File: config.mk
export PLATFORM = sky130hd
export DESIGN_NAME = gmg_decide
export DESIGN_NICKNAME = d
export VERILOG_FILES = /design/src/hdl/gmg_pkg.sv /design/src/hdl/gmg_decide.sv
export SDC_FILE = /design/constraint.sdc
export NUM_CORES = 1
export LEC_CHECK = 0
export BUFFER_PORTS_ARGS = -buffer_cell sky130_fd_sc_hd__buf_4
export CELL_PAD_IN_SITES_DETAIL_PLACEMENT = 1
export CELL_PAD_IN_SITES_GLOBAL_PLACEMENT = 1
export CORE_ASPECT_RATIO = 0.9
export CORE_MARGIN = 1
export CORE_UTILIZATION = 28
export DETAILED_ROUTE_END_ITERATION = 10
export PLACE_DENSITY_LB_ADDON = 0.1
export SLEW_MARGIN = 20
export SYNTH_ARGS = -nofsm -noshare
export SYNTH_HDL_FRONTEND = slang
export SYNTH_SLANG_ARGS = --single-unit
File: constraint.sdc
create_clock -name vclk -period 12.03
set_clock_uncertainty 0.1 [all_clocks]
set_input_delay 1.203 -clock vclk [all_inputs]
set_output_delay 1.203 -clock vclk [all_outputs]
set_load 0.01 [all_outputs]
File: src/hdl/gmg_pkg.sv
// gmg_pkg: shared types and constants of the greedy meshlet grouping block
// used by the vertex set cells, the placement logic and the top level
package gmg_pkg;

  localparam int ID_W       = 32;
  localparam int VLIM_W     = 8;
  localparam int TLIM_W     = 10;
  localparam int CFG_W      = 32;
  localparam int GROUP_SIZE = 16;   // cells per registered hit group

  localparam logic [VLIM_W-1:0] VLIM_RESET = 8'd64;
  localparam logic [TLIM_W-1:0] TLIM_RESET = 10'd124;

  typedef enum logic {
    REG_VERTEX_LIMIT   = 1'b0,
    REG_TRIANGLE_LIMIT = 1'b1
  } reg_idx_e;

  // update command for the row of set cells
  typedef struct packed {
    logic       en;         // a triangle commits this cycle
    logic       clear_old;  // new meshlet: entries held so far drop out
    logic       clear_all;  // end of mesh: whole set empties
    logic [1:0] shift;      // number of ids entering at the head
  } cell_ctrl_t;

  // what the compare stage knows about the triangle under placement
  typedef struct packed {
    logic [2:0] hit;    // id k found in the set as it stood at compare time
    logic [8:0] match;  // bit 3*k+j: id k equals id j of the previous triangle
    logic [2:0] dup;    // a==b, a==c, b==c
    logic       fwd;    // previous triangle committed after the compare
    logic       last;
  } tri_info_t;

  // effect of the most recently committed triangle
  typedef struct packed {
    logic       split;
    logic       last;
    logic [2:0] ins;    // which of its ids went into the set
  } prev_t;

  typedef struct packed {
    logic       split;
    logic [2:0] ins;
    logic [1:0] count;  // number of ids inserted
  } decision_t;

endpackage

File: src/hdl/gmg_decide.sv
// gmg_decide: placement of one triangle, resolves membership with forwarding,
// applies both limits and works out insertions and next counts; uses gmg_pkg
module gmg_decide #(
  parameter int VERTEX_SET_SIZE    = 128,
  parameter int TRIANGLE_LIMIT_CAP = 512
) (
  input  gmg_pkg::tri_info_t                         tri_i,
  input  gmg_pkg::prev_t                             prev_i,
  input  logic [$clog2(VERTEX_SET_SIZE+1)-1:0]       vcnt_i,
  input  logic [$clog2(TRIANGLE_LIMIT_CAP+1)-1:0]    tcnt_i,
  input  logic [gmg_pkg::ID_W-1:0]                   mnum_i,
  input  logic [gmg_pkg::VLIM_W-1:0]                 vertex_limit_i,
  input  logic [gmg_pkg::TLIM_W-1:0]                 triangle_limit_i,
  output gmg_pkg::decision_t                         dec_o,
  output logic [$clog2(VERTEX_SET_SIZE+1)-1:0]       vcnt_o,
  output logic [$clog2(TRIANGLE_LIMIT_CAP+1)-1:0]    tcnt_o,
  output logic [gmg_pkg::ID_W-1:0]                   group_o
);

  localparam int CW  = $clog2(VERTEX_SET_SIZE + 1);
  localparam int TW  = $clog2(TRIANGLE_LIMIT_CAP + 1);
  localparam int SW0 = $clog2(VERTEX_SET_SIZE + 4);
  localparam int SW  = (SW0 > gmg_pkg::VLIM_W) ? SW0 : gmg_pkg::VLIM_W;
  localparam int LW  = (TW > gmg_pkg::TLIM_W) ? TW : gmg_pkg::TLIM_W;

  logic [2:0]    member;
  logic [2:0]    fresh;
  logic [1:0]    add;
  logic [SW-1:0] vsum, vlim;
  logic [LW-1:0] tlim;
  logic          split;
  logic [CW-1:0] base_v, avail;
  logic [TW-1:0] base_t;
  logic [2:0]    ins;
  logic [1:0]    ins_cnt;

  // set as of the compare, corrected by what the previous triangle did since
  always_comb begin
    for (int k = 0; k < 3; k++) begin
      member[k] = (tri_i.hit[k] & ~(tri_i.fwd & (prev_i.last | prev_i.split)))
                | (tri_i.fwd & ~prev_i.last & (|(tri_i.match[3*k +: 3] & prev_i.ins)));
    end
  end

  assign add = {1'b0, ~member[0]} + {1'b0, ~member[1]} + {1'b0, ~member[2]};

  assign vsum = SW'(vcnt_i) + SW'(add);
  assign vlim = (SW'(vertex_limit_i) < SW'(VERTEX_SET_SIZE)) ? SW'(vertex_limit_i)
                                                             : SW'(VERTEX_SET_SIZE);
  assign tlim = (LW'(triangle_limit_i) < LW'(TRIANGLE_LIMIT_CAP)) ? LW'(triangle_limit_i)
                                                                  : LW'(TRIANGLE_LIMIT_CAP);

  assign split = (LW'(tcnt_i) >= tlim) || (vsum > vlim);

  // a fresh meshlet takes every distinct id; otherwise only missing ones
  assign fresh[0] = split | ~member[0];
  assign fresh[1] = (split | ~member[1]) & ~tri_i.dup[0];
  assign fresh[2] = (split | ~member[2]) & ~tri_i.dup[1] & ~tri_i.dup[2];

  assign base_v = split ? '0 : vcnt_i;
  assign avail  = CW'(VERTEX_SET_SIZE) - base_v;

  assign ins[0] = fresh[0] && (avail > CW'(0));
  assign ins[1] = fresh[1] && (avail > CW'(ins[0]));
  assign ins[2] = fresh[2] && (avail > (CW'(ins[0]) + CW'(ins[1])));

  assign ins_cnt = {1'b0, ins[0]} + {1'b0, ins[1]} + {1'b0, ins[2]};

  assign base_t = split ? '0 : tcnt_i;
  assign tcnt_o = (base_t < TW'(TRIANGLE_LIMIT_CAP)) ? base_t + TW'(1) : base_t;
  assign vcnt_o = base_v + CW'(ins_cnt);

  assign group_o = mnum_i + gmg_pkg::ID_W'(split);

  assign dec_o.split = split;
  assign dec_o.ins   = ins;
  assign dec_o.count = ins_cnt;

endmodule

==> results.py, run 1 <==
metrics = {
    "die": {
        "die_w_um": 91.22,
        "std_cell_rows": 28,
        "num_io_pins": 146,
        "core-area_sq_mm": 0.006761,
        "dieArea_sq_mm": 0.007506,
        "dieHeight_um": 82.29,
        "start_util_pct": 29.66,
    },
    "synth": {
        "synthTopCellsByArea": "ha_1 19%, xnor2_1 15%, nor2_1 6.9%",
        "synth-seq-area-share_pct": 0,
        "synth.distinct_cells": 47,
        "netlist.area_leader.share_pct": 18.71,
        "syn_inst": 293,
        "yosys.area.top_type": "ha_1",
        "avgSynthCellArea_sq_um": 6.845,
        "netlist_area_sq_mm": 0.002006,
        "synth_common_cells": "37 x nor2_1, 36 x nand2_1, 35 x xnor2_1",
        "yosys_warnings": 0,
        "synth_fp_nets": 417,
        "synth.most_common_cell": "nor2_1",
    },
    "job": {
        "drv_cap": 0,
    },
    "timing": {
        "max_freq_mhz": 89.71,
        "fin_crit_ns": 11.15,
        "rsz0062_at_grt": "false",
        "tightest_slew_ns": 0.4945,
        "hold_viol": 0,
        "relSlewSlack_pct": 66.91,
        "slew_viol_final": 0,
        "tns_ns": 0,
        "fin_crit_sh_pct": 92.66,
        "setup_viol": 0,
    },
    "cells_and_area": {
        "drive_gt1_share_pct": 36.26,
        "antenna_cells": 0,
        "finalNonFillerCells": 523,
        "regArea_sq_um": 0,
        "area_growth_pct": 58.58,
        "clkbuf_count": 0,
        "nFlopsAndLatches": 0,
        "nets": 559,
    },
    "placed_design": {
        "placed_cells": 523,
        "port_buffers": 145,
        "gp_congestion": 0.8290,
        "hpwlAfterDp_um": 6173,
    },
    "route": {
        "antenna_left": 0,
        "drt_iter0_markers": 55,
        "wirelength_um": 6834,
        "drcViolationCount": 0,
        "first_pass_iters": 4,
        "vias_per_cell": 4.851,
        "vias": 2537,
        "wl_per_cell_um": 13.07,
    },
    "setup_path": {
        "slowest_delay_ns": 0.46,
        "cp.required_ns": 10.73,
        "worstPathMaxFanout": 12,
        "crit_type": "in2out",
        "end_kind": "output pin",
        "cp.arrival_ns": 9.84,
        "worst_setup_path_start_kind": "input pin",
        "slowest_stage": "fa_1",
    },
    "power_and_ir_drop": {
        "power.density_mw_per_mm2": 47.92,
        "ir_drop_v": 0.00001949,
        "p_leak_nw": 1.555,
    },
    "grt": {
        "grt_max_degree": 20,
        "grt_util_all_layers_pct": 17.39,
        "grt_pass1_wl_um": 10960,
        "antenna_found_initial": 0,
        "grt_overflow": 0,
        "first_global_vias": 2410,
    },
    "clock_network": {
        "cts_resized": 0,
        "post_cts_buffers": 0,
        "cts_hold_buf": 0,
    },
    "worst_hold_path": {
        "hold_path_class": "in2out",
    },
    "status": {
        "status": "finished, final reports clean",
    },
}
[worst max-delay path: cells and delay by family]
| family | cells | cell delay [ns] |
|---|---|---|
| muxes | 1 | 0.11 |
| adders and majority gates | 11 | 3.41 |
| and+or+nand+nor | 13 | 1.97 |
| AOI/OAI and AO/OA | 9 | 2.04 |
| xor gates and xnor gates | 2 | 0.16 |
| buffers and inverters | 10 | 0.94 |
[where the power goes]
group / switching (mW) / internal, mW / total (mW)
Clock: 0 / 0 / 0
Sequential: 0 / 0 / 0
Combinational: 0.0746 / 0.0779 / 0.152
[through the flow]
| step | power, mW | worst slack (ns) | utilization (%) | hold slack, ns | area (sq um) |
|---|---|---|---|---|---|
| final | 0.1524 | 0.8830 | 47.04 | 2.579 | 3181 |
| after global placement | 0.1506 | 1.102 | 47.04 | 2.575 | 3181 |
| after detailed placement | 0.1547 | 0.9723 | 47.04 | 2.582 | 3181 |
| after floorplan | 0.07962 | 1.737 | - | 2.365 | 2006 |
| after global routing | 0.1711 | 0.1638 | 47.04 | 2.596 | 3181 |
| after CTS | 0.1552 | 0.9402 | 47.04 | 2.582 | 3181 |
[final timing paths]
check / start / endpoint / slack, ns / cells after the start
max: tri_i[11] / vcnt_o[6] / 0.88 / 46
min: mnum_i[31] / group_o[31] / 2.58 / 3
[area by class of cell]
class / count / area (sq um)
Fill cell: 889 / 3581
Inverter: 24 / 90.09
Multi-Input combinational cell: 262 / 1874
Tap cell: 90 / 112.6
Timing Repair Buffer: 147 / 1104
[kinds of logic after synthesis]
kind of cell / share of synthesized area (%)
AND/OR/NAND/NOR: 35.99
XOR/XNOR: 21.83
AO/OA/AOI/OAI: 11.85
adder cells (fa/ha/maj): 22.71
buffers and inverters: 6.550
multiplexers: 1.060
[layer usage]
metal	part of all wire [%]	global-route usage (%)	wire, um
met3	5.5	1.374	376
met1	47	23.03	3214
met4	0	0	0
met2	47	32.95	3243
met5	0	0	0
[cell usage in the layout (no fill, tap or decap), types with 2 or more instances in the layout]
cell type and instances:
nor2_1 37, and3_1 8, a211oi_1 2, nand3_1 19, a221oi_1 2, buf_4 147, nand2b_1 4, nor3_1 2
nand2_1 36, xnor2_1 35, a21o_1 3, a21oi_1 11, nor2b_1 9, fa_1 4, a221o_1 2, nand4_1 10
and2_1 3, o22ai_1 4, ha_1 30, nor3b_1 2, inv_1 22, xor2_1 15, a222oi_1 3, and4_1 3
Power figures use the tool's default switching activity.
==> run 2, diff against run 1 <==
--- a/config.mk
+++ b/config.mk
@@ -5,7 +5,7 @@
 export SDC_FILE = /design/constraint.sdc
 export NUM_CORES = 1
 export LEC_CHECK = 0
-export BUFFER_PORTS_ARGS = -buffer_cell sky130_fd_sc_hd__buf_4
+export BUFFER_PORTS_ARGS = -buffer_cell sky130_fd_sc_hd__buf_2
 export CELL_PAD_IN_SITES_DETAIL_PLACEMENT = 1
 export CELL_PAD_IN_SITES_GLOBAL_PLACEMENT = 1
 export CORE_ASPECT_RATIO = 0.9
==> run 2 against run 1 <==
Power is 13% lower; core utilization is 5.4 points lower; sequential share of layout area stayed put; first-iteration DRC count is 15% higher; cell count stayed put; maximum frequency is 1.5% higher; setup slack better by 0.16 ns; non-clock buffer count stayed put; flip-flop and latch count stayed put; critical path depth stayed put; wire length is 6.9% lower; largest cell class unchanged; highest routed layer is now met4.
==> results.py, run 2 (same netlist as run 1, synthesis figures left out) <==
metrics = {
    "status": {
        "status": "finished, final reports clean",
    },
    "placed_design": {
        "gp_congestion": 0.8149,
        "port_buffers": 145,
        "placed_cells": 523,
        "dp_slack_ns": 0.9543,
        "hpwlAfterDp_um": 5819,
    },
    "job": {
        "drv_cap": 0,
    },
    "cells_and_area": {
        "multi_input_area_sq_mm": 0.001874,
        "antenna_cells": 0,
        "area_growth_pct": 40.49,
        "drive_gt1_share_pct": 36.26,
        "regArea_sq_um": 0,
        "fillers": 926,
        "clkbuf_count": 0,
        "layout_commonest_cell": "buf_2",
        "final_cell_mix": "145 x buf_2, 37 x nor2_1, 36 x nand2_1",
        "nFlopsAndLatches": 0,
        "finalNonFillerCells": 523,
        "nets": 559,
    },
    "power_and_ir_drop": {
        "switching_power_uw": 72.52,
        "p_leak_nw": 1.438,
        "ir_drop_v": 0.00001921,
        "clkPwrFrac_pct": 0,
        "seqPwrFrac_pct": 0,
        "p_int_uw": 59.34,
        "pwr-share-comb_pct": 100.0,
        "switching_share_pct": 55.00,
        "power.density_mw_per_mm2": 46.80,
    },
    "timing": {
        "tightest_slew_ns": 0.4442,
        "fin_crit_ns": 10.99,
        "max_freq_mhz": 91.03,
        "rsz0062_at_grt": "false",
        "relSlewSlack_pct": 70.28,
        "fin_crit_sh_pct": 91.32,
        "setup_viol": 0,
        "tns_ns": 0,
        "slew_viol_final": 0,
        "hold_viol": 0,
        "hold_slack_ns": 2.574,
        "final.setup.worst_slack_ns": 1.044,
    },
    "die": {
        "num_io_pins": 146,
        "start_util_pct": 29.66,
        "core-area_sq_mm": 0.006761,
        "dieArea_sq_mm": 0.007506,
        "die_w_um": 91.22,
        "dieHeight_um": 82.29,
        "std_cell_rows": 28,
    },
    "grt": {
        "first_global_vias": 2383,
        "grt_max_degree": 20,
        "grt_pass1_wl_um": 10630,
        "antenna_found_initial": 0,
        "grt_util_all_layers_pct": 16.70,
        "grt_overflow": 0,
    },
    "clock_network": {
        "post_cts_buffers": 0,
        "cts_resized": 0,
        "cts_hold_buf": 0,
    },
    "setup_path": {
        "end_kind": "output pin",
        "worst_setup_path_start_kind": "input pin",
        "cp.required_ns": 10.73,
        "cp.arrival_ns": 9.68,
        "slowest_delay_ns": 0.47,
        "slowest_stage": "fa_1",
        "crit_type": "in2out",
        "worstPathMaxFanout": 12,
    },
    "route": {
        "antenna_left": 0,
        "drcViolationCount": 0,
        "first_pass_iters": 6,
        "vias_per_cell": 4.839,
        "drt_iter0_markers": 63,
        "vias": 2531,
        "wirelength_um": 6364,
        "wl_per_cell_um": 12.17,
    },
    "worst_hold_path": {
        "hold_path_class": "in2out",
    },
}
-- run 2: cell counts in the layout (fill, tap and decap cells not counted) --
No cell type changed its count.
-- run 2: path summary, 6_finish.rpt --
kind | start | end | slack, ns | cells past startpoint
max | prev_i[0] | vcnt_o[6] | 1.04 | 46
min | mnum_i[31] | group_o[31] | 2.57 | 3
-- run 2: cell type report --
class              count  share of cell area [%]
repair buffers       147                   26.29
well taps             90                   3.996
inverters             24                   3.197
multi-input cells    262                   66.52
-- run 2: through the flow --
stage	total power, mW	area (sq um)	util (%)
after floorplan	0.07962	2006	-
after global placement	0.1315	2818	41.67
after detailed placement	0.1344	2818	41.67
after CTS	0.1350	2818	41.67
after global routing	0.1513	2818	41.67
final	0.1319	2818	41.67
-- run 2: worst max-delay path, delay by kind of cell --
family / cells / cell delay [ns]
xor gates and xnor gates: 2 / 0.16
muxes: 1 / 0.12
buffers and inverters: 10 / 0.94
adders and majority gates: 11 / 3.42
AOI/OAI and AO/OA: 9 / 2.02
and+or+nand+nor: 13 / 1.85
-- run 2: power groups by stage --
| stage | Combinational [mW] | Clock, mW | Sequential [mW] |
|---|---|---|---|
| 2_1_floorplan | 0.0796 | 0 | 0 |
| 3_3_place_gp | 0.132 | 0 | 0 |
| 3_5_place_dp | 0.134 | 0 | 0 |
| 4_1_cts | 0.135 | 0 | 0 |
| 5_1_grt | 0.151 | 0 | 0 |
| 6_report | 0.132 | 0 | 0 |
-- run 2: layer usage --
layer  wire, um  part of all wire, %  GRT usage (%)  vias to the layer above
met3        413                  6.5          1.740                        2
met5          0                    0              0                        -
met2       2952                   46          32.05                       92
li1           -                    -              -                     1300
met1       2989                   47          21.48                     1137
met4          8                 0.13         0.3175                        0
