## src/hdl/gmg_pkg.sv

```systemverilog
// gmg_pkg: shared types and constants of the greedy meshlet grouping block
// used by the vertex set cells, the placement logic and the top level
package gmg_pkg;

  localparam int ID_W       = 32;
  localparam int VLIM_W     = 8;
  localparam int TLIM_W     = 10;
  localparam int CFG_W      = 32;
  localparam int GROUP_SIZE = 16;   // cells per registered hit group

  localparam logic [VLIM_W-1:0] VLIM_RESET = 8'd64;
  localparam logic [TLIM_W-1:0] TLIM_RESET = 10'd124;

  typedef enum logic {
    REG_VERTEX_LIMIT   = 1'b0,
    REG_TRIANGLE_LIMIT = 1'b1
  } reg_idx_e;

  // update command for the row of set cells
  typedef struct packed {
    logic       en;         // a triangle commits this cycle
    logic       clear_old;  // new meshlet: entries held so far drop out
    logic       clear_all;  // end of mesh: whole set empties
    logic [1:0] shift;      // number of ids entering at the head
  } cell_ctrl_t;

  // what the compare stage knows about the triangle under placement
  typedef struct packed {
    logic [2:0] hit;    // id k found in the set as it stood at compare time
    logic [8:0] match;  // bit 3*k+j: id k equals id j of the previous triangle
    logic [2:0] dup;    // a==b, a==c, b==c
    logic       fwd;    // previous triangle committed after the compare
    logic       last;
  } tri_info_t;

  // effect of the most recently committed triangle
  typedef struct packed {
    logic       split;
    logic       last;
    logic [2:0] ins;    // which of its ids went into the set
  } prev_t;

  typedef struct packed {
    logic       split;
    logic [2:0] ins;
    logic [1:0] count;  // number of ids inserted
  } decision_t;

endpackage

```

## src/hdl/gmg_cell.sv

```systemverilog
// gmg_cell: one entry of the vertex set, shifts from its upstream neighbors
// and compares its id against the three ids of an incoming triangle; uses gmg_pkg
module gmg_cell (
  input  logic                                clk_i,
  input  logic                                rst_ni,
  input  gmg_pkg::cell_ctrl_t                 ctrl_i,
  input  logic [2:0][gmg_pkg::ID_W-1:0]       up_id_i,     // entry 1, 2, 3 places upstream
  input  logic [2:0]                          up_valid_i,
  input  logic [2:0][gmg_pkg::ID_W-1:0]       key_i,
  output logic [gmg_pkg::ID_W-1:0]            id_o,
  output logic                                valid_o,
  output logic [2:0]                          hit_o
);

  logic [gmg_pkg::ID_W-1:0] id_q, id_d;
  logic                     valid_q, valid_d;

  always_comb begin
    id_d    = id_q;
    valid_d = valid_q;
    if (ctrl_i.en) begin
      case (ctrl_i.shift)
        2'd0: begin
          valid_d = valid_q & ~ctrl_i.clear_old;
        end
        2'd1: begin
          id_d    = up_id_i[0];
          valid_d = up_valid_i[0];
        end
        2'd2: begin
          id_d    = up_id_i[1];
          valid_d = up_valid_i[1];
        end
        default: begin
          id_d    = up_id_i[2];
          valid_d = up_valid_i[2];
        end
      endcase
      if (ctrl_i.clear_all) begin
        valid_d = 1'b0;
      end
    end
  end

  always_ff @(posedge clk_i or negedge rst_ni) begin
    if (!rst_ni) begin
      valid_q <= 1'b0;
    end else begin
      valid_q <= valid_d;
    end
  end

  always_ff @(posedge clk_i) begin
    id_q <= id_d;
  end

  always_comb begin
    for (int k = 0; k < 3; k++) begin
      hit_o[k] = valid_q & (id_q == key_i[k]);
    end
  end

  assign id_o    = id_q;
  assign valid_o = valid_q;

endmodule

```

## config.mk

```make
export PLATFORM = sky130hd
export DESIGN_NAME = gmg_cell
export DESIGN_NICKNAME = d
export VERILOG_FILES = /design/src/hdl/gmg_pkg.sv /design/src/hdl/gmg_cell.sv
export SDC_FILE = /design/constraint.sdc
export NUM_CORES = 1
export LEC_CHECK = 0
export BUFFER_PORTS_ARGS = -buffer_cell sky130_fd_sc_hd__buf_4
export CAP_MARGIN = 40
export CORE_AREA = 2 2 92 94
export DETAILED_ROUTE_END_ITERATION = 10
export DIE_AREA = 0 0 94 96
export GPL_TIMING_DRIVEN = 0
export PLACE_DENSITY = 0.74
export SYNTH_ARGS = -nofsm -noshare
export SYNTH_HDL_FRONTEND = slang
export SYNTH_SLANG_ARGS = --single-unit
export TNS_END_PERCENT = 1
```

## constraint.sdc

```tcl
create_clock -name clk_i -period 1.4 [get_ports clk_i]
set_input_delay 0 -clock clk_i [delete_from_list [all_inputs] [get_ports clk_i]]
set_output_delay 0 -clock clk_i [all_outputs]
set_load 0.01 [all_outputs]
```

==> qor.csv, run 1 <==
metric;value;unit
count of cell types in the netlist;21;
initial antenna violation count;0;
Core ar.;8051;um^2
register area share after synthesis;36.03;%
sequence of cells on the critical path;xor2_1, nor4_1, nand4_1, nor3_2, buf_4;
#FFs+latches synth;33;
WL final;12.39;mm
final setup margin;-0.4439;ns
FP Rows;33;
Final Power;3.757;mW
status;finished, violations left;
TritonCTS Buffers;5;
synth warn;0;
clk sinks;33;
GRT overflow;0;
worst setup path category;reg -> out;
Synth top area share;35.12;%
DRT Pass-1 Iters;4;
Initial Util;33.99;%
Avg Inst Size Synth;9.436;um^2
Max Clk Rate;0.5423;GHz
most frequent cell after synthesis;xor2_1;
largest net degree at the start of global routing;19;
CP required;1.40;ns
PwrDens;741.8;nW/um^2
die area;9024;um^2
CP top delay family;simple AND/OR/NAND/NOR gates;
Detail Placement HPWL;10.08;mm
post-synth top area cell;edfxtp_1;
post-route met1 wirelength;4.527;mm
top sig layer;met4;
Via density;4.999;
pre-CTS setup slack;-0.2955;ns
worst hold slack;0.009880;ns
RSZ-0062 raised after global routing;true;
WL met2;6.501;mm
Slew @ Worst Pin;0.5478;ns
detailed-route wire length per cell;18.49;um
reg2reg setup slack;0.64;ns
Total Nets Final;770;
Detail Route Antenna Nets;0;
vias in the first global route;3297;
IO Count;238;
Mapped Cells;290;
static leakage power;2.338;nW
post-route DRC violation count;0;
number of synthesized flops with an enable pin;32;
Root Driver;clkbuf_8;
Core Util, Final;62.91;%
Final Skew;0;ns
max_cap viols;0;
Crit Path Max Fanout;4;
worst path bufs/invs;1;
Final Cycle Share;131.7;%
met3 wire len;1.129;mm
predominant post-synthesis flop cell;edfxtp_1;
Synth top cells by count;xor2_1, nor2_1, a21oi_1, a22oi_1, edfxtp_1;
Worst Path Arrival;1.84;ns
PortBufs;237;
GRT Resource Usage Total;26.07;%
vias;3349;
Crit path largest cell delay;0.51;ns
failing checks;negative setup slack;
Horiz. Die Dim;94;um
leading post-synthesis cells by cell area;edfxtp_1, xor2_1, a22oi_1, a21oi_1, nor4_1;
Worst-path clk slew;0.07;ns
H-tree levels;2;
syn_nets;496;
RePlAce Congestion;0.8180;
initial DRC count;148;
Async S/R FF share, synth;3.030;%
worst-skew pair later-pin latency;0.28;ns
fin. max-slew vios;0;
Die Y-Extent;96;um
Worst VDD drop;406.4;uV
# diodes;0;
first-pass GRT wire length;17.42;mm
endpoints failing hold;0;
Synth Cell Area;2736;um^2
Final min period;1.844;ns
crit end category;output port;
Rel. slew slack;63.39;%
CTS tree;done;
share of cells above drive strength 1;51.50;%
area delta synth->final;85.09;%
Critical Path Slowest Stage Cell;edfxtp_1;
crit start category;register;
Min-Delay Path Class;in -> reg;
final setup vio count;3;
Max Root-Sink Buffers;2;
==> worst paths after layout <==
kind	depth (start not counted)	end	from
max	5	hit_o[2]	id_o[1]$_DFFE_PP_
min in group asynchronous	2	valid_o$_DFFE_PN0P_	rst_ni
max in group asynchronous	2	valid_o$_DFFE_PN0P_	rst_ni
min	4	valid_o$_DFFE_PN0P_	ctrl_i[3]
min reg2reg	2	valid_o$_DFFE_PN0P_	valid_o$_DFFE_PN0P_
max reg2reg	2	valid_o$_DFFE_PN0P_	valid_o$_DFFE_PN0P_
==> where the power goes <==
part	internal [mW]	switching (mW)	leakage, nW	total (mW)
registers	1.24	0.192	0.318	1.43
logic	0.920	0.705	1.98	1.62
clock network	0.349	0.350	0.0422	0.699
total	2.51	1.25	2.34	3.76
==> metrics by stage <==
stage / setup TNS [ns] / instance area, um^2 / std cells
6_report: -1.236 / 5065 / 670
5_1_grt: -1.454 / 5065 / 670
4_1_cts: -1.279 / 5012 / 665
3_5_place_dp: -3.202 / 4682 / 633
3_3_place_gp: -4.988 / 4654 / 632
2_1_floorplan: 0 / 2744 / 290
==> layer usage <==
layer / vias up / global-route usage [%]
li1: 1601 / -
met4: 0 / 8.333
met3: 16 / 5.873
met1: 1538 / 30.20
met5: - / 0
met2: 194 / 47.74
==> area by class of cell <==
cell class | count | area, um^2
timing repair buffer | 267 | 2041
sequential | 33 | 985.9
tap | 105 | 131.4
fill | 701 | 2987
clock buffer | 7 | 76.32
multi-input combinational | 238 | 1747
inverter | 4 | 15.01
buffer | 15 | 63.81
clock inverter | 1 | 5.005
==> worst reg2reg max path: cells and delay by family, from the launching register on <==
family          cells  cell delay [ns]
flops               1             0.51
simple gates        1             0.09
compound gates      1             0.07
==> flip-flops by register name (all words and copies together) (netlist names) <==
| signal | cells |
|---|---|
| id_o | 32 |
| valid_o | 1 |
==> cell families (layout without fill, tap and decap cells) <==
family | count (synthesis) | in the layout | share of synthesized area, %
buffers and inverters | 19 | 294 | 2.880
AOI/OAI and AO/OA | 67 | 67 | 15.59
and+or+nand+nor | 71 | 71 | 12.94
DFF | 33 | 33 | 36.03
xor gates and xnor gates | 96 | 96 | 30.73
adders and majority gates | 4 | 4 | 1.829
==> placed cells by master (no fill, tap or decap), types with 4 or more instances in the layout <==
cell / count
nor4_2: 10
a21oi_1: 32
ha_1: 4
nor2_1: 32
nor4_1: 11
edfxtp_1: 32
clkbuf_1: 10
a22oi_1: 32
nand3_1: 6
clkbuf_8: 5
buf_2: 6
inv_1: 4
xor2_1: 93
buf_4: 261
==> repair_timing <==
action	CTS	global route
resized for setup	11	3
hold buffers	2	0
pin swaps	19	6
buffers inserted	22	5
endpoints found under the setup margin	3	3
endpoints found under the hold margin	2	0
No activity file was read; power rests on OpenSTA's default activity.
==> inputs of run 2 (changes only) <==
--- a/constraint.sdc
+++ b/constraint.sdc
@@ -3,2 +3,2 @@
 set_output_delay 0 -clock clk_i [all_outputs]
-set_load 0.01 [all_outputs]
+set_load 0.02 [all_outputs]
==> run 2 against run 1 <==
- the run still ends with negative setup slack left
- first-iteration DRC count decreased by 34%
- non-clock buffer count decreased by 3
- die area unchanged
- global-route usage decreased by 0.98 points
- sequential power about the same
- hold slack improved by 0.011 ns
- maximum frequency decreased by 0.47%
- sequential share of layout area decreased by 0.086 points
- flip-flop and latch count unchanged
==> qor.csv, run 2 (synthesis gave the netlist of run 1 again) <==
metric;value;unit
largest net degree at the start of global routing;20;
Initial Util;33.99;%
worst-skew pair later-pin latency;0.28;ns
final setup margin;-0.4525;ns
CTS tree;done;
clk sinks;33;
max reg flops;32;
Non-Filler Instances;666;
WL final;12.17;mm
origin of the critical flop-to-flop path;valid_o$_DFFE_PN0P_;
PortBufs;237;
Crit Path Max Fanout;4;
reg-to-reg critical path endpoint;valid_o$_DFFE_PN0P_;
fin. max-slew vios;0;
share of cells above drive strength 1;52.41;%
Detail Placement HPWL;9.898;mm
Total Nets Final;767;
Worst VDD drop;405.6;uV
Die Y-Extent;96;um
vias;3350;
CP required;1.40;ns
r2r worst-path depth;2;
initial antenna violation count;0;
Horiz. Die Dim;94;um
# diodes;0;
pre-CTS setup slack;-0.2979;ns
Root Driver;clkbuf_8;
register area;985.9;um^2
PwrDens;757.8;nW/um^2
failing checks;negative setup slack;
Final Cycle Share;132.3;%
RePlAce Congestion;0.8380;
Critical Path End;hit_o[2];
detailed-route wire length per cell;18.27;um
RSZ-0062 raised after global routing;true;
Min-Delay Path Class;in -> reg;
Max Root-Sink Buffers;2;
dpl cells;633;
initial DRC count;97;
Max Clk Rate;0.5398;GHz
endpoints failing hold;0;
crit end category;output port;
Worst Path Arrival;1.85;ns
vias in the first global route;3321;
setup TNS;-1.303;ns
Final Power;3.855;mW
Final min period;1.853;ns
CP Launch Point;id_o[1]$_DFFE_PP_;
Rel. slew slack;64.41;%
worst setup path category;reg -> out;
H-tree levels;2;
max_cap viols;0;
IO Count;238;
GRT Resource Usage Total;25.10;%
static leakage power;2.326;nW
status;finished, violations left;
area delta synth->final;85.92;%
Detail Route Antenna Nets;0;
most common cell after layout, fill and taps aside;buf_4;
Slew @ Worst Pin;0.5338;ns
post-route DRC violation count;0;
die area;9024;um^2
Final Skew;0;ns
crit start category;register;
final setup vio count;3;
TritonCTS Buffers;5;
reg2reg setup slack;0.64;ns
Worst-path clk slew;0.07;ns
Core ar.;8051;um^2
first-pass GRT wire length;16.84;mm
# fillers;704;
multi-input logic area;1800;um^2
most frequent cells in the layout;buf_4, xor2_1;
FP Rows;33;
GRT overflow;0;
DRT Pass-1 Iters;4;
Via density;5.030;
run 2: cell types whose count changed in the layout (fill, tap and decap cells not counted), moves of 2 or more:
cell	previous run	this run
nor4_1	11	7
nor4_2	10	13
xor2_2	0	2
buf_4	261	259
xor2_1	93	91
run 2: report_power, final:
part	switching, mW	internal [mW]
Combinational	0.791	0.918
Clock	0.361	0.336
Sequential	0.206	1.24
run 2: worst min-delay path by stage:
stage	startpoint	to	cells past startpoint
3_5_place_dp	rst_ni	valid_o$_DFFE_PN0P_	1
5_1_grt	rst_ni	valid_o$_DFFE_PN0P_	2
3_3_place_gp	rst_ni	valid_o$_DFFE_PN0P_	1
6_report	ctrl_i[3]	valid_o$_DFFE_PN0P_	4
4_1_cts	ctrl_i[3]	valid_o$_DFFE_PN0P_	4
2_1_floorplan	rst_ni	valid_o$_DFFE_PN0P_	0
run 2: timing repair:
item / 4_1_cts / 5_1_grt
hold buffers: 2 / 0
buffers inserted: 21 / 3
hold endpoints to repair: 2 / 0
setup endpoints to repair: 3 / 3
gates cloned: 0 / 0
gates resized for setup: 12 / 8
pin swaps: 14 / 8
run 2: layout make-up:
cell class,instances,share of cell area (%)
repair buffers,264,39.60
multi-input cells,238,35.39
flip-flops and latches,33,19.38
well taps,105,2.582
clock buffers,6,1.426
plain buffers,15,1.254
inverters,4,0.2951
clock inverters,1,0.07378
run 2: stage by stage:
| stage | utilization (%) | hold WS (ns) | instance area (um^2) |
|---|---|---|---|
| global route | 63.19 | 0.03145 | 5087 |
| detailed placement | 58.21 | -0.2237 | 4687 |
| finish | 63.19 | 0.02113 | 5087 |
| global placement | 57.87 | -0.2235 | 4659 |
| floorplan | - | -0.2956 | 2749 |
| CTS | 62.35 | 0.01201 | 5020 |
run 2: worst max-delay path: stages (launching register included):
cell and delay, ns:
edfxtp_1 0.49, xor2_1 0.21, nor4_1 0.34, nand4_1 0.21, nor3_2 0.14, buf_4 0.16
run 2: routing by layer:
metal	part of all wire [%]	global-route usage, %	vias to the layer above
li1	-	-	1593
met1	38	28.22	1564
met2	52	47.32	174
met3	8.0	5.560	19
met4	1.9	7.488	0
met5	0	0	-
==> inputs of run 3 (changes only) <==
- CORE_AREA: 2 2 92 94 -> unset
- CORE_ASPECT_RATIO: unset -> 0.6
- CORE_MARGIN: unset -> 1.5
- CORE_UTILIZATION: unset -> 35
- DIE_AREA: 0 0 94 96 -> unset
- PLACE_DENSITY: 0.74 -> 0.76
==> run 3 against run 2 <==
- the flow still finishes with violations (negative setup slack)
- sequential share of layout area increased by 0.086 points
- final area decreased by 0.44%
- register-to-register slack got worse by 0.02 ns
- first-iteration DRC count increased by 70%
- critical path depth unchanged
- worst setup slack improved by 0.049 ns
- wire length decreased by 1.2%
- global-route usage increased by 3.0 points
- die area decreased by 7.2%
- critical path type unchanged
- largest cell class unchanged
==> qor.csv, run 3 (synthesis gave the netlist of run 1 again) <==
metric;value;unit
status;finished, violations left;
failing checks;negative setup slack;
initial DRC count;165;
Final Skew;0;ns
Max Clk Rate;0.5544;GHz
DRT Pass-1 Iters;7;
largest net degree at the start of global routing;19;
CP required;1.40;ns
IO Count;238;
share of cells above drive strength 1;51.35;%
RePlAce Congestion;0.8293;
worst setup path category;reg -> out;
Detail Route Antenna Nets;0;
crit end category;output port;
Die Y-Extent;71.49;um
max_cap viols;0;
Rel. slew slack;62.53;%
worst hold slack;0.03784;ns
pre-CTS setup slack;-0.4103;ns
Critical Path Slowest Stage Cell;edfxtp_1;
initial antenna violation count;0;
H-tree levels;2;
Non-Filler Instances;659;
Total Nets Final;760;
Core ar.;7417;um^2
setup TNS;-1.193;ns
vias in the first global route;3450;
Worst VDD drop;562.3;uV
Crit Path Max Fanout;4;
first-pass GRT wire length;17.33;mm
Root Driver;clkbuf_16;
Slew @ Worst Pin;0.5620;ns
PortBufs;237;
PwrDens;828.5;nW/um^2
crit start category;register;
Core Util, Final;68.29;%
worst-skew pair later-pin latency;0.28;ns
die area;8375;um^2
Horiz. Die Dim;117.2;um
dpl cells;632;
Crit path largest cell delay;0.47;ns
Worst Path Arrival;1.80;ns
endpoints failing hold;0;
vias;3380;
final setup vio count;3;
Min-Delay Path Class;in -> reg;
Max Root-Sink Buffers;2;
Final min period;1.804;ns
# diodes;0;
Via density;5.129;
post-route DRC violation count;0;
Post-DP Area;4686;um^2
Detail Placement HPWL;10.05;mm
fin. max-slew vios;0;
FP Rows;24;
Final Cycle Share;128.8;%
RSZ-0062 raised after global routing;true;
TritonCTS Buffers;5;
static leakage power;2.319;nW
Finished Cell Area;5065;um^2
Final Power;4.196;mW
clk sinks;33;
area delta synth->final;85.09;%
max reg flops;32;
Initial Util;36.89;%
WL final;12.02;mm
Worst-path clk slew;0.06;ns
final setup margin;-0.4037;ns
GRT Resource Usage Total;28.05;%
most common cell after layout, fill and taps aside;buf_4;
detailed-route wire length per cell;18.23;um
GRT overflow;0;
CTS tree;done;
most frequent cells in the layout;buf_4, xor2_1;
sequence of cells on the critical path;xor2_1, nor4_2, nand4_1, nor3_2, buf_4;
run 3: cell types whose count changed in the layout (fill, tap and decap cells not counted):
| cell | before | now |
|---|---|---|
| clkinv_4 | 0 | 1 |
| buf_6 | 2 | 0 |
| xor2_2 | 2 | 0 |
| nor4_2 | 13 | 11 |
| xor2_1 | 91 | 93 |
| nor4_1 | 7 | 9 |
| clkbuf_16 | 0 | 5 |
| clkinv_2 | 0 | 1 |
| clkbuf_8 | 5 | 0 |
| buf_4 | 259 | 254 |
| clkbuf_1 | 9 | 8 |
run 3: final cells by class:
class                           instances  area, um^2
Multi-Input combinational cell        238        1773
Inverter                                4       15.01
Buffer                                 15       63.81
Sequential cell                        33       985.9
Timing Repair Buffer                  257        1954
Tap cell                              104       130.1
Clock inverter                          3       17.52
Clock buffer                            5       125.1
Fill cell                             617        2352
run 3: timing repair:
action / 4_1_cts / 5_1_grt
endpoints found under the hold margin: 2 / 0
endpoints found under the setup margin: 3 / 3
pin swaps: 14 / 10
setup buffers: 10 / 7
hold buffers: 2 / 0
resized for setup: 9 / 5
run 3: final timing paths:
kind,start,end,slack (ns),cells past startpoint
hold / removal,up_id_i[78],id_o[14]$_DFFE_PP_,0.04,3
setup / recovery,id_o[25]$_DFFE_PP_,hit_o[1],-0.40,5
min in group asynchronous,rst_ni,valid_o$_DFFE_PN0P_,0.05,2
hold reg to reg,valid_o$_DFFE_PN0P_,valid_o$_DFFE_PN0P_,0.68,2
setup reg to reg,valid_o$_DFFE_PN0P_,valid_o$_DFFE_PN0P_,0.62,2
max in group asynchronous,rst_ni,valid_o$_DFFE_PN0P_,1.27,2
run 3: report_power, final:
group / leakage (nW) / total (mW) / internal (mW) / switching, mW
sequential: 0.318 / 1.45 / 1.24 / 0.203
combinational: 1.93 / 1.66 / 0.884 / 0.774
clock: 0.0712 / 1.09 / 0.653 / 0.439
total: 2.32 / 4.20 / 2.78 / 1.42
run 3: metal layers:
metal / share of wire [%] / vias to the layer above / routed length [um] / track usage (%)
met5: 0 / - / 0 / 0
met4: 1.6 / 0 / 191 / 8.032
met3: 8.9 / 22 / 1069 / 6.853
met2: 49 / 193 / 5850 / 49.22
met1: 41 / 1577 / 4905 / 34.36
li1: - / 1588 / - / -
run 3: critical path: cells and delay by family (launching register included):
family | cells | cell delay, ns
XOR/XNOR | 1 | 0.21
buffers and inverters | 1 | 0.16
flip-flops | 1 | 0.47
AND/OR/NAND/NOR | 3 | 0.68
